==> config.mk <==
export PLATFORM = sky130hd
export DESIGN_NAME = bitmap_free_bit_allocator_core
export DESIGN_NICKNAME = d
export VERILOG_FILES = /design/src/bfa_pkg.sv /design/src/bfa_map_ram.sv /design/src/bfa_byte_scan.sv /design/src/bitmap_free_bit_allocator_core.sv
export SDC_FILE = /design/constraint.sdc
export NUM_CORES = 2
export LEC_CHECK = 0
export BUFFER_PORTS_ARGS = -buffer_cell sky130_fd_sc_hd__buf_2
export CORE_UTILIZATION = 40
export DETAILED_ROUTE_END_ITERATION = 7
export PLACE_DENSITY = 0.55
export SYNTH_ARGS = -nofsm -noshare
export SYNTH_HDL_FRONTEND = slang
export SYNTH_SLANG_ARGS = --single-unit
==> constraint.sdc <==
create_clock -name clk -period 25 [get_ports clk]
set_clock_uncertainty 0.1 [all_clocks]
set_input_delay 5 -clock clk [delete_from_list [all_inputs] [get_ports clk]]
set_output_delay 5 -clock clk [all_outputs]
set_load 0.1 [all_outputs]
==> src/bfa_pkg.sv <==
// ----------------------------------------------------------------------------
// Bitmap free bit allocator package
// Shared widths, codes, controller states and the byte pick result type.
// ----------------------------------------------------------------------------
package bfa_pkg;

  localparam int IDX_W   = 12;
  localparam int LIMIT_W = 13;

  localparam logic [LIMIT_W-1:0] LIMIT_RESET = 13'd4096;
  localparam logic [7:0]         FULL_BYTE   = 8'hFF;

  // Register word selects (paddr[2]).
  localparam logic REG_BIT_LIMIT = 1'b0;

  // Operation codes.
  localparam logic OP_FIND = 1'b0;
  localparam logic OP_SET  = 1'b1;

  typedef enum logic [2:0] {
    ST_CLEAR,
    ST_IDLE,
    ST_SCAN,
    ST_SET_RD,
    ST_SET_WR,
    ST_RESULT
  } state_t;

  typedef struct packed {
    logic             nonfull;
    logic             hit;
    logic [IDX_W-1:0] index;
  } byte_pick_t;

endpackage

==> src/bfa_map_ram.sv <==
// ----------------------------------------------------------------------------
// Bitmap byte memory
// Single-port byte memory with a registered read.
// ----------------------------------------------------------------------------
module bfa_map_ram #(
  parameter int DEPTH  = 512,
  parameter int ADDR_W = 9
) (
  input  logic              clk,
  input  logic [ADDR_W-1:0] addr,
  input  logic              we,
  input  logic [7:0]        wdata,
  output logic [7:0]        rdata
);

  logic [7:0] mem [DEPTH];

  always_ff @(posedge clk) begin
    if (we) begin
      mem[addr] <= wdata;
    end
    rdata <= mem[addr];
  end

endmodule

==> src/bfa_byte_scan.sv <==
// ----------------------------------------------------------------------------
// Byte scan unit
// Finds the lowest clear bit of one bitmap byte and checks it against the
// active limit.
// ----------------------------------------------------------------------------
module bfa_byte_scan #(
  parameter int ADDR_W = 9,
  parameter int EL_W   = 13
) (
  input  logic [7:0]         byte_in,
  input  logic [ADDR_W-1:0]  byte_addr,
  input  logic [EL_W-1:0]    limit,
  output bfa_pkg::byte_pick_t pick
);

  localparam int N_W   = ADDR_W + 3;
  localparam int CMP_W = (N_W > EL_W) ? N_W : EL_W;
  localparam int NX_W  = (N_W > bfa_pkg::IDX_W) ? N_W : bfa_pkg::IDX_W;

  logic [2:0]       pos;
  logic [N_W-1:0]   num;
  logic [NX_W-1:0]  num_ext;

  always_comb begin
    pos = 3'd0;
    for (int i = 7; i >= 0; i--) begin
      if (!byte_in[i]) begin
        pos = 3'(i);
      end
    end
  end

  assign num     = {byte_addr, pos};
  assign num_ext = NX_W'(num);

  assign pick.nonfull = (byte_in != bfa_pkg::FULL_BYTE);
  assign pick.hit     = pick.nonfull && (CMP_W'(num) < CMP_W'(limit));
  assign pick.index   = num_ext[bfa_pkg::IDX_W-1:0];

endmodule

==> src/bitmap_free_bit_allocator_core.sv <==
// ----------------------------------------------------------------------------
// Bitmap free bit allocator
// Keeps a used-entry bitmap, finds the lowest free entry below the limit
// and marks entries used.
// ----------------------------------------------------------------------------
//  channel  | ports                                   | beat
//  in       | in_valid, in_ready, in_operation,       | one request
//           | in_bit_index                            |
//  out      | out_valid, out_ready, out_found,        | one result
//           | out_free_index, out_index_error         |
//  cfg      | psel, penable, pwrite, paddr, pwdata,   | register write or read
//           | prdata, pready                          |
//
// A find reads one bitmap byte per cycle through the single memory port and
// stops at the first byte with a clear bit or after ceil(limit/8) bytes. A set
// reads the byte, modifies it and writes it back; a refused set does not.
// After reset a clearing pass writes MAP_BYTES bytes, one per cycle, while
// in_ready stays low. A result waiting on out_ready does not stop the next
// request from being accepted, only its completion.
// ----------------------------------------------------------------------------
module bitmap_free_bit_allocator_core #(
  parameter int BITMAP_BITS = 4096
) (
  input  logic                        clk,
  input  logic                        rst_n,

  input  logic                        in_valid,
  output logic                        in_ready,
  input  logic                        in_operation,
  input  logic [bfa_pkg::IDX_W-1:0]   in_bit_index,

  output logic                        out_valid,
  input  logic                        out_ready,
  output logic                        out_found,
  output logic [bfa_pkg::IDX_W-1:0]   out_free_index,
  output logic                        out_index_error,

  input  logic                        psel,
  input  logic                        penable,
  input  logic                        pwrite,
  input  logic [2:0]                  paddr,
  input  logic [31:0]                 pwdata,
  output logic [31:0]                 prdata,
  output logic                        pready
);

  localparam int MAP_BYTES = (BITMAP_BITS + 7) / 8;
  localparam int ADDR_W    = (MAP_BYTES > 1) ? $clog2(MAP_BYTES) : 1;
  localparam int CNT_W     = $clog2(MAP_BYTES + 1);
  localparam int MB_W      = $clog2(BITMAP_BITS + 1);
  localparam int EL_W      = (MB_W > bfa_pkg::LIMIT_W) ? MB_W : bfa_pkg::LIMIT_W;
  localparam int IX_W      = (ADDR_W + 3 > bfa_pkg::IDX_W) ? ADDR_W + 3 : bfa_pkg::IDX_W;
  localparam logic [EL_W-1:0]  MAX_EL    = EL_W'(BITMAP_BITS);
  localparam logic [CNT_W-1:0] CLR_LAST  = CNT_W'(MAP_BYTES - 1);

  bfa_pkg::state_t state_r, state_nxt;

  logic [bfa_pkg::LIMIT_W-1:0] limit_r;
  logic [CNT_W-1:0]            clr_cnt_r, clr_cnt_nxt;
  logic [CNT_W-1:0]            iss_cnt_r, iss_cnt_nxt;
  logic                        chk_ok_r, chk_ok_nxt;
  logic [ADDR_W-1:0]           chk_addr_r, chk_addr_nxt;
  logic [ADDR_W-1:0]           set_addr_r, set_addr_nxt;
  logic [2:0]                  set_bit_r, set_bit_nxt;
  logic                        res_found_r, res_found_nxt;
  logic [bfa_pkg::IDX_W-1:0]   res_index_r, res_index_nxt;
  logic                        res_error_r, res_error_nxt;
  logic                        out_valid_r;
  logic                        out_found_r;
  logic [bfa_pkg::IDX_W-1:0]   out_free_index_r;
  logic                        out_index_error_r;

  logic [EL_W-1:0]   limit_ext;
  logic [EL_W-1:0]   elim;
  logic [EL_W:0]     lim_sum;
  logic [CNT_W-1:0]  nbytes;
  logic [IX_W-1:0]   idx_ext;
  logic              idx_bad;
  logic              accept;
  logic              issue;
  logic              scan_last;
  logic              scan_done;
  logic              slot_free;
  logic              out_load;

  logic [ADDR_W-1:0] ram_addr;
  logic              ram_we;
  logic [7:0]        ram_wdata;
  logic [7:0]        ram_rdata;

  bfa_pkg::byte_pick_t pick;

  assign limit_ext = EL_W'(limit_r);
  assign elim      = (limit_ext > MAX_EL) ? MAX_EL : limit_ext;
  assign lim_sum   = (EL_W + 1)'(elim) + (EL_W + 1)'(7);
  assign nbytes    = CNT_W'(lim_sum >> 3);
  assign idx_ext   = IX_W'(in_bit_index);
  assign idx_bad   = (EL_W'(in_bit_index) >= elim);

  assign in_ready  = (state_r == bfa_pkg::ST_IDLE);
  assign accept    = in_valid && in_ready;
  assign issue     = (iss_cnt_r < nbytes);
  assign scan_last = ((CNT_W'(chk_addr_r) + CNT_W'(1)) == nbytes);
  assign scan_done = chk_ok_r && (pick.nonfull || scan_last);
  assign slot_free = !out_valid_r || out_ready;
  assign out_load  = (state_r == bfa_pkg::ST_RESULT) && slot_free;

  bfa_map_ram #(
    .DEPTH  (MAP_BYTES),
    .ADDR_W (ADDR_W)
  ) u_map_ram (
    .clk   (clk),
    .addr  (ram_addr),
    .we    (ram_we),
    .wdata (ram_wdata),
    .rdata (ram_rdata)
  );

  bfa_byte_scan #(
    .ADDR_W (ADDR_W),
    .EL_W   (EL_W)
  ) u_byte_scan (
    .byte_in   (ram_rdata),
    .byte_addr (chk_addr_r),
    .limit     (elim),
    .pick      (pick)
  );

  always_comb begin
    state_nxt = state_r;
    case (state_r)
      bfa_pkg::ST_CLEAR: begin
        if (clr_cnt_r == CLR_LAST) begin
          state_nxt = bfa_pkg::ST_IDLE;
        end
      end
      bfa_pkg::ST_IDLE: begin
        if (accept) begin
          if (in_operation == bfa_pkg::OP_SET) begin
            state_nxt = idx_bad ? bfa_pkg::ST_RESULT : bfa_pkg::ST_SET_RD;
          end else begin
            state_nxt = (nbytes == '0) ? bfa_pkg::ST_RESULT : bfa_pkg::ST_SCAN;
          end
        end
      end
      bfa_pkg::ST_SCAN: begin
        if (scan_done) begin
          state_nxt = bfa_pkg::ST_RESULT;
        end
      end
      bfa_pkg::ST_SET_RD: state_nxt = bfa_pkg::ST_SET_WR;
      bfa_pkg::ST_SET_WR: state_nxt = bfa_pkg::ST_RESULT;
      bfa_pkg::ST_RESULT: begin
        if (slot_free) begin
          state_nxt = bfa_pkg::ST_IDLE;
        end
      end
      default: state_nxt = bfa_pkg::ST_IDLE;
    endcase
  end

  always_comb begin
    clr_cnt_nxt   = clr_cnt_r;
    iss_cnt_nxt   = iss_cnt_r;
    chk_ok_nxt    = 1'b0;
    chk_addr_nxt  = chk_addr_r;
    set_addr_nxt  = set_addr_r;
    set_bit_nxt   = set_bit_r;
    res_found_nxt = res_found_r;
    res_index_nxt = res_index_r;
    res_error_nxt = res_error_r;
    ram_addr      = '0;
    ram_we        = 1'b0;
    ram_wdata     = 8'h00;
    case (state_r)
      bfa_pkg::ST_CLEAR: begin
        ram_addr    = clr_cnt_r[ADDR_W-1:0];
        ram_we      = 1'b1;
        clr_cnt_nxt = clr_cnt_r + CNT_W'(1);
      end
      bfa_pkg::ST_IDLE: begin
        if (accept) begin
          res_found_nxt = 1'b0;
          res_index_nxt = '0;
          res_error_nxt = (in_operation == bfa_pkg::OP_SET) && idx_bad;
          set_addr_nxt  = idx_ext[ADDR_W+2:3];
          set_bit_nxt   = in_bit_index[2:0];
          iss_cnt_nxt   = '0;
        end
      end
      bfa_pkg::ST_SCAN: begin
        ram_addr     = iss_cnt_r[ADDR_W-1:0];
        chk_ok_nxt   = issue;
        chk_addr_nxt = iss_cnt_r[ADDR_W-1:0];
        if (issue) begin
          iss_cnt_nxt = iss_cnt_r + CNT_W'(1);
        end
        if (chk_ok_r && pick.nonfull) begin
          res_found_nxt = pick.hit;
          res_index_nxt = pick.hit ? pick.index : '0;
        end
      end
      bfa_pkg::ST_SET_RD: begin
        ram_addr = set_addr_r;
      end
      bfa_pkg::ST_SET_WR: begin
        ram_addr  = set_addr_r;
        ram_we    = 1'b1;
        ram_wdata = ram_rdata | (8'h01 << set_bit_r);
      end
      default: begin
        ram_addr = '0;
      end
    endcase
  end

  always_ff @(posedge clk) begin
    if (!rst_n) begin
      state_r     <= bfa_pkg::ST_CLEAR;
      clr_cnt_r   <= '0;
      chk_ok_r    <= 1'b0;
      out_valid_r <= 1'b0;
      limit_r     <= bfa_pkg::LIMIT_RESET;
    end else begin
      state_r   <= state_nxt;
      clr_cnt_r <= clr_cnt_nxt;
      chk_ok_r  <= chk_ok_nxt;
      if (out_load) begin
        out_valid_r <= 1'b1;
      end else if (out_ready) begin
        out_valid_r <= 1'b0;
      end
      if (psel && penable && pwrite && pready && (paddr[2] == bfa_pkg::REG_BIT_LIMIT)) begin
        limit_r <= pwdata[bfa_pkg::LIMIT_W-1:0];
      end
    end
  end

  always_ff @(posedge clk) begin
    iss_cnt_r   <= iss_cnt_nxt;
    chk_addr_r  <= chk_addr_nxt;
    set_addr_r  <= set_addr_nxt;
    set_bit_r   <= set_bit_nxt;
    res_found_r <= res_found_nxt;
    res_index_r <= res_index_nxt;
    res_error_r <= res_error_nxt;
    if (out_load) begin
      out_found_r       <= res_found_r;
      out_free_index_r  <= res_index_r;
      out_index_error_r <= res_error_r;
    end
  end

  assign out_valid       = out_valid_r;
  assign out_found       = out_found_r;
  assign out_free_index  = out_free_index_r;
  assign out_index_error = out_index_error_r;

  assign pready = 1'b1;
  assign prdata = (paddr[2] == bfa_pkg::REG_BIT_LIMIT) ? 32'(limit_r) : 32'h0;

endmodule

== After elaboration in Yosys (flattened, before gate mapping) ==
Memories as Yosys holds them, arrays and structs flattened. A register that Yosys moved wholly into a read port is not among the register bits.
Index checks and enable logic that the tools add are counted.

* Flip-flop bits (word level): 87
* Memory bits (writable): 4,096
* Bits of input ports: 55
* Output and inout port bits: 49
* Memories kept: 1

{| class="wikitable"
|+ Memory list
! memory !! depth !! width !! rd ports !! clocked after Yosys merged registers in !! write ports !! RTL line !! text
|-
| u_map_ram.mem || 512 || 8 || 1 || 1 || 1 || bfa_map_ram.sv:16 || <nowiki>logic [7:0] mem [DEPTH];</nowiki>
|}

* $add $sub $neg: 4
* Order comparisons: 4
* Equality and inequality tests: 14
* Shift-type cells: 1
* Multiplexer cells: 35
* Bitwise logic cells: 2
* Reductions and logical operators: 23

{| class="wikitable"
|+ Operator list
! kind !! number
|-
| 3-bit 2-to-1 mux || 15
|-
| 12-bit 2-to-1 mux || 3
|-
| 9-bit case mux with 3 select lines || 1
|-
| 13-bit 2-to-1 mux || 2
|-
| 12-bit case mux with 2 select lines || 1
|-
| 10-bit by 1-bit adder with 10-bit output (second input constant) || 2
|-
| 10-bit 2-to-1 mux || 2
|-
| 10-bit case mux with 2 select lines || 1
|-
| 3-bit case mux with 6 select lines || 1
|-
| 13-bit by 3-bit adder with 13-bit output (second input constant) || 1
|-
| 12-bit by 13-bit >= comparator with 1-bit output || 1
|-
| 13-bit > comparator (second input constant) || 1
|-
| 12-bit by 13-bit less-than comparator with 1-bit output || 1
|-
| 9-bit by 1-bit adder with 10-bit output (second input constant) || 1
|-
| 10-bit == test || 1
|-
| 10-bit by 9-bit == test with 1-bit output (second input constant) || 1
|-
| 10-bit logical NOT || 1
|-
| 10-bit less-than comparator || 1
|-
| 2-bit inequality test (second input constant) || 5
|-
| 1-bit logical AND || 9
|-
| 8-bit 2-to-1 mux || 1
|-
| 8-bit inequality test (second input constant) || 1
|-
| 8-bit OR || 1
|-
| 1-bit by 3-bit left shift with 8-bit output (first input constant) || 1
|-
| other kinds (15) || 28
|}

== Depth between registers and ports, before layout ==
* Word-level depth: 13
* Mapped depth: 18

== Modules after synthesis ==
Synthesis repeated with hierarchy kept, for this count alone.

* Cell total of the unflattened synthesis: 8,170
* Area total of the unflattened synthesis: 163,908.5 um2

{| class="wikitable"
|+ By module, submodules not included
! module !! instances !! cells each !! area an instance (um2)
|-
| bfa_map_ram || 1 || 7,575 || 158,359.4
|-
| bitmap_free_bit_allocator_core || 1 || 531 || 5,098.6
|-
| bfa_byte_scan || 1 || 64 || 450.4
|}

== Worst setup path before layout ==
OpenSTA, ideal clock, no wires.

* Path type: reg2reg
* Start point: register state_r[1]
* End point: memory u_map_ram.mem[0][1] (data pin)
* Arrival time: 14,646 ps
* Required time: 21,960 ps
* Setup slack: 7,314 ps
* Cell stages (with the launch flop): 6
* Buffers on the path: 2
* Clock period less this slack: 17,686 ps
* Cell sequence: dfxtp_1 > buf_4 > buf_2 > nor2_1 > nand2_1 > a21oi_1

* Cells in the longest elaborated chain, start to end: 2

{| class="wikitable"
|+ Ends and longest elaborated chain
! what !! RTL line !! text
|-
| from (decl) || bitmap_free_bit_allocator_core.sv:56 || <nowiki>bfa_pkg::state_t state_r, state_nxt;</nowiki>
|-
| from (signal assigned) || bitmap_free_bit_allocator_core.sv:219 || <nowiki>state_r <= bfa_pkg::ST_CLEAR;</nowiki>
|-
| from (signal assigned) || bitmap_free_bit_allocator_core.sv:225 || <nowiki>state_r <= state_nxt;</nowiki>
|-
| 3-bit == test || bitmap_free_bit_allocator_core.sv:175 || <nowiki>case (state_r)</nowiki>
|-
| 8-bit 2-to-1 mux || bitmap_free_bit_allocator_core.sv:175 ||
|-
| via ram_wdata[1] || bitmap_free_bit_allocator_core.sv:88 || <nowiki>logic [7:0] ram_wdata;</nowiki>
|-
| to (decl) || bfa_map_ram.sv:16 ||
|}

The timed path passes the listed nets, and every way through them passes these cells.

== Worst setup path in the final report ==
* Start point: input port paddr[2]
* End point: output port prdata[5]

* Cells in the longest elaborated chain, start to end: 1

{| class="wikitable"
|+ Ends and longest elaborated chain
! what !! RTL line !! text
|-
| from (decl) || bitmap_free_bit_allocator_core.sv:41 || <nowiki>input logic [2:0] paddr,</nowiki>
|-
| 13-bit 2-to-1 mux || bitmap_free_bit_allocator_core.sv:260 || <nowiki>assign prdata = (paddr[2] == bfa_pkg::REG_BIT_LIMIT) ? 32'(limit_r) : 32'h0;</nowiki>
|-
| to (decl) || bitmap_free_bit_allocator_core.sv:43 || <nowiki>output logic [31:0] prdata,</nowiki>
|}

Every way passes these cells.

==> metrics.yaml <==
hold_path:
  min_to: "out_found"
  hp-class: "reg -> reg"
  worstHoldPathCells: 0
  worstHoldStart: "res_found_r"
route:
  avgViaCountPerCell: 5.808
  wl_per_cell_um: 29.23
  routed-via-count: 111400
  totalWireLength_mm: 560.4
  ant_nets: 0
  drt_iter0_drc: 13890
  dr.pass1.iters: 6
  drc_errors: 0
power:
  power_frac_clock_pct: 27.6
  p_seq_share_pct: 35.4
  net-switching-power_mw: 9.415
  power_density_nw_per_um2: 123.3
  p_int_mw: 14.00
  combinationalPowerShare_pct: 36.9
  peakVddDrop_uv: 116.6
  p_leak_nw: 64.50
  sw_frac_of_total_pct: 40.21
timing:
  rsz0062_at_grt: "no"
  setup_viol: 0
  max_slew.worst_pin.slew_ps: 1408
  period_needed_ps: 10850
  whs_ps: 317.0
  maxSlewHeadroom_pct: 5.594
  fmax_mhz: 92.20
  final-hold-violation-count: 0
  fin_setup_tns_ps: 0
  slew_violations: 0
  finalCritPeriodShare_pct: 43.38
placement:
  hpwl_mm: 324.8
  place.gp.congestion: 0.8612
  portBuffers: 62
clocking:
  clock_sinks: 4191
  cts_buffers: 433
  cts.repair.resized: 0
  hold_buffers: 0
  htree_levels: 5
  cts_root_buffer: "clkbuf_16"
  cts_buffer_depth: 4
  insertion_delay_ps: 1000
  cts.clk_slew.worst_paths_ps: 60
  cts_tree: "built"
  post_cts_buffers: 0
global_routing:
  grt_max_degree: 197
  grt_usage_pct: 25.51
  met1_usage_pct: 36.08
  grt_remaining_overflow: 0
  grt_use_met3_pct: 4.631
  grt_pass1_wl_mm: 784.7
  antenna_found_initial: 42
  grt-busiest-layer: "met2"
  grt_pass1_vias: 102100
  use_met2_pct: 39.00
worst_setup_path:
  crit_chain: "buf_2, nor2b_1, buf_2"
  rr_endpoint: "u_map_ram.rdata[2]"
  cp.required_ps: 19900
  reg2reg_depth: 17
  worst_ep_arrival_time_ps: 5750
  start_kind: "input pin"
  cp_slowest_cell: "buf_2"
  r2r_slack_ps: 16980
  slowest_delay_ps: 430
  r2r-start: "state_r[0]"
  cp_max_fo: 15
  crit_type: "in -> out"
  cp_num_buf_inv: 2
  critical_path.most_common_cell: "buf_2"
  end_kind: "primary output"
  cp_top_family: "buffers and inverters"
layout:
  fillers: 37990
  area_delta_synth_final_pct: 11.87
  final_layout_size_suffix_gt1_share_pct: 7.723
  register_area_um2: 125500
  layout.nets: 13220
  multi_input_area_um2: 40300
floorplan:
  fp.dieW_um: 653.5
  initial_core_util_pct: 40.29
  rows: 238
  die_h_um: 653.5
  die_area_um2: 427100
  boundaryPins: 104
  core-area_um2: 421400
flow_run:
  maxCapViolCount: 0
synth:
  synth_fa_ha_area_share_pct: 0.2579
  synthFlopType: "edfxtp_1"
  synth_top_family_by_area: "simple AND/OR/NAND/NOR gates"
  synth_compound_area_share_pct: 4.489
  synth_mux_area_share_pct: 1.229
  synthXorXnorAreaFrac_pct: 0.1894
  netlist_instances: 13260
  yosysWarnings: 0
  synth.distinct_cells: 80
  netlist_area_um2: 169800
  synth_edf_count: 4155
  yosys.area_share.simple_pct: 17.21
  async_flop_share_pct: 0
  ys_ff_latch: 4191
  yosysSeqAreaShare_pct: 73.91
  synth.avg_cell_area_um2: 12.80
run_status:
  status: "finished clean"
[per-stage QoR]
| stage | setup WS (ps) | std cells | cell area [um^2] | total power [mW] | util (%) |
|---|---|---|---|---|---|
| final | 14150 | 19170 | 189900 | 23.41 | 45.08 |
| after global routing | 14060 | 19160 | 189900 | 24.19 | 45.07 |
| after CTS | 14140 | 19130 | 189800 | 23.35 | 45.05 |
| after detailed placement | 14140 | 18340 | 175900 | 16.95 | 41.73 |
| after global placement | 14150 | 18340 | 175900 | 16.93 | 41.73 |
| after floorplan | 7314 | 13280 | 169900 | 13.85 | - |
[placed cells by master (no fill, tap or decap), types with 65 or more instances in the layout]
master,instances
edfxtp_1,4155
nand2_1,3876
nand3_1,1660
nor2_1,578
clkbuf_16,436
and3_1,314
buf_4,255
a31oi_1,235
a311oi_1,218
mux2i_1,201
a21oi_1,150
clkinv_1,119
a32oi_1,106
nand4_1,102
clkbuf_1,85
clkinv_2,65
[cell families (layout without fill, tap and decap cells)]
family                     Yosys count  after routing
AOI/OAI and AO/OA                 1045           1045
DFF                               4191           4191
and+or+nand+nor                   6797           6797
buffers and inverters              951           1162
adders and majority gates           35             35
muxes                              207            207
xor gates and xnor gates            35             35
other                                2             61
[sequential cells by signal (all words and copies together) (netlist names)]
register / flops
chk_addr_r: 9
chk_ok_r: 1
clr_cnt_r: 10
iss_cnt_r: 10
limit_ext: 13
out_found: 1
out_free_index: 12
out_index_error: 1
out_valid: 1
res_error_r: 1
res_found_r: 1
res_index_r: 12
set_addr_r: 9
set_bit_r: 3
state_r: 3
u_map_ram.mem: 4096
u_map_ram.rdata: 8
[per-layer routing]
layer  vias up  routed length, um
met4         6              24820
met3       914              52260
li1      48370                  -
met2      5454             252200
met5         -                 36
met1     56620             231000
[final cells by class]
| type | count | share of cell area, % |
|---|---|---|
| Antenna cell | 41 | 0.05402 |
| Clock buffer | 528 | 5.963 |
| Clock inverter | 267 | 1.395 |
| Inverter | 13 | 0.02569 |
| Multi-Input combinational cell | 8139 | 21.22 |
| Sequential cell | 4191 | 66.07 |
| Tap cell | 5640 | 3.715 |
| Timing Repair Buffer | 354 | 1.561 |
[Yosys cell counts, types with 19 or more instances]
master,instances,area [um^2]
a31oi_1,235,1470
nor4_1,42,262.8
buf_4,69,518.0
nand3_1,1666,8338
a21oi_1,151,755.7
xnor2_1,23,201.4
o21ai_0,64,320.3
a311oi_1,218,1909
mux2i_1,201,2012
edfxtp_1,4155,124800
clkbuf_1,200,750.7
dfxtp_1,36,720.7
buf_2,581,2908
nor2b_1,20,125.1
ha_1,35,437.9
a21boi_0,19,142.6
a32oi_1,106,928.4
a221oi_1,21,183.9
nor3_1,54,270.3
a211oi_1,58,435.4
nand4_1,102,638.1
o22ai_1,34,212.7
and2_1,19,118.9
buf_1,83,311.6
nor2_1,603,2263
and3_1,314,1964
nand2_1,3896,14620
a32o_1,19,190.2
[how the worst max path moves through the flow]
stage / cells after the start / start / end / slack (ps)
after global placement: 3 / paddr[2] / prdata[8] / 14150
after global routing: 3 / paddr[2] / prdata[5] / 14060
final: 3 / paddr[2] / prdata[5] / 14150
after detailed placement: 3 / paddr[2] / prdata[5] / 14140
after floorplan: 5 / state_r[1] / u_map_ram.mem[0][1] / 7310
after CTS: 3 / paddr[2] / prdata[5] / 14140
[power groups by stage]
stage / Sequential [mW] / Combinational, mW / Clock [mW]
floorplan: 8.76 / 5.10 / 0
global placement: 8.44 / 8.49 / 0
detailed placement: 8.44 / 8.51 / 0
CTS: 8.29 / 8.54 / 6.52
global route: 8.29 / 9.11 / 6.79
finish: 8.29 / 8.64 / 6.47
(Power assumes the default switching activity.)
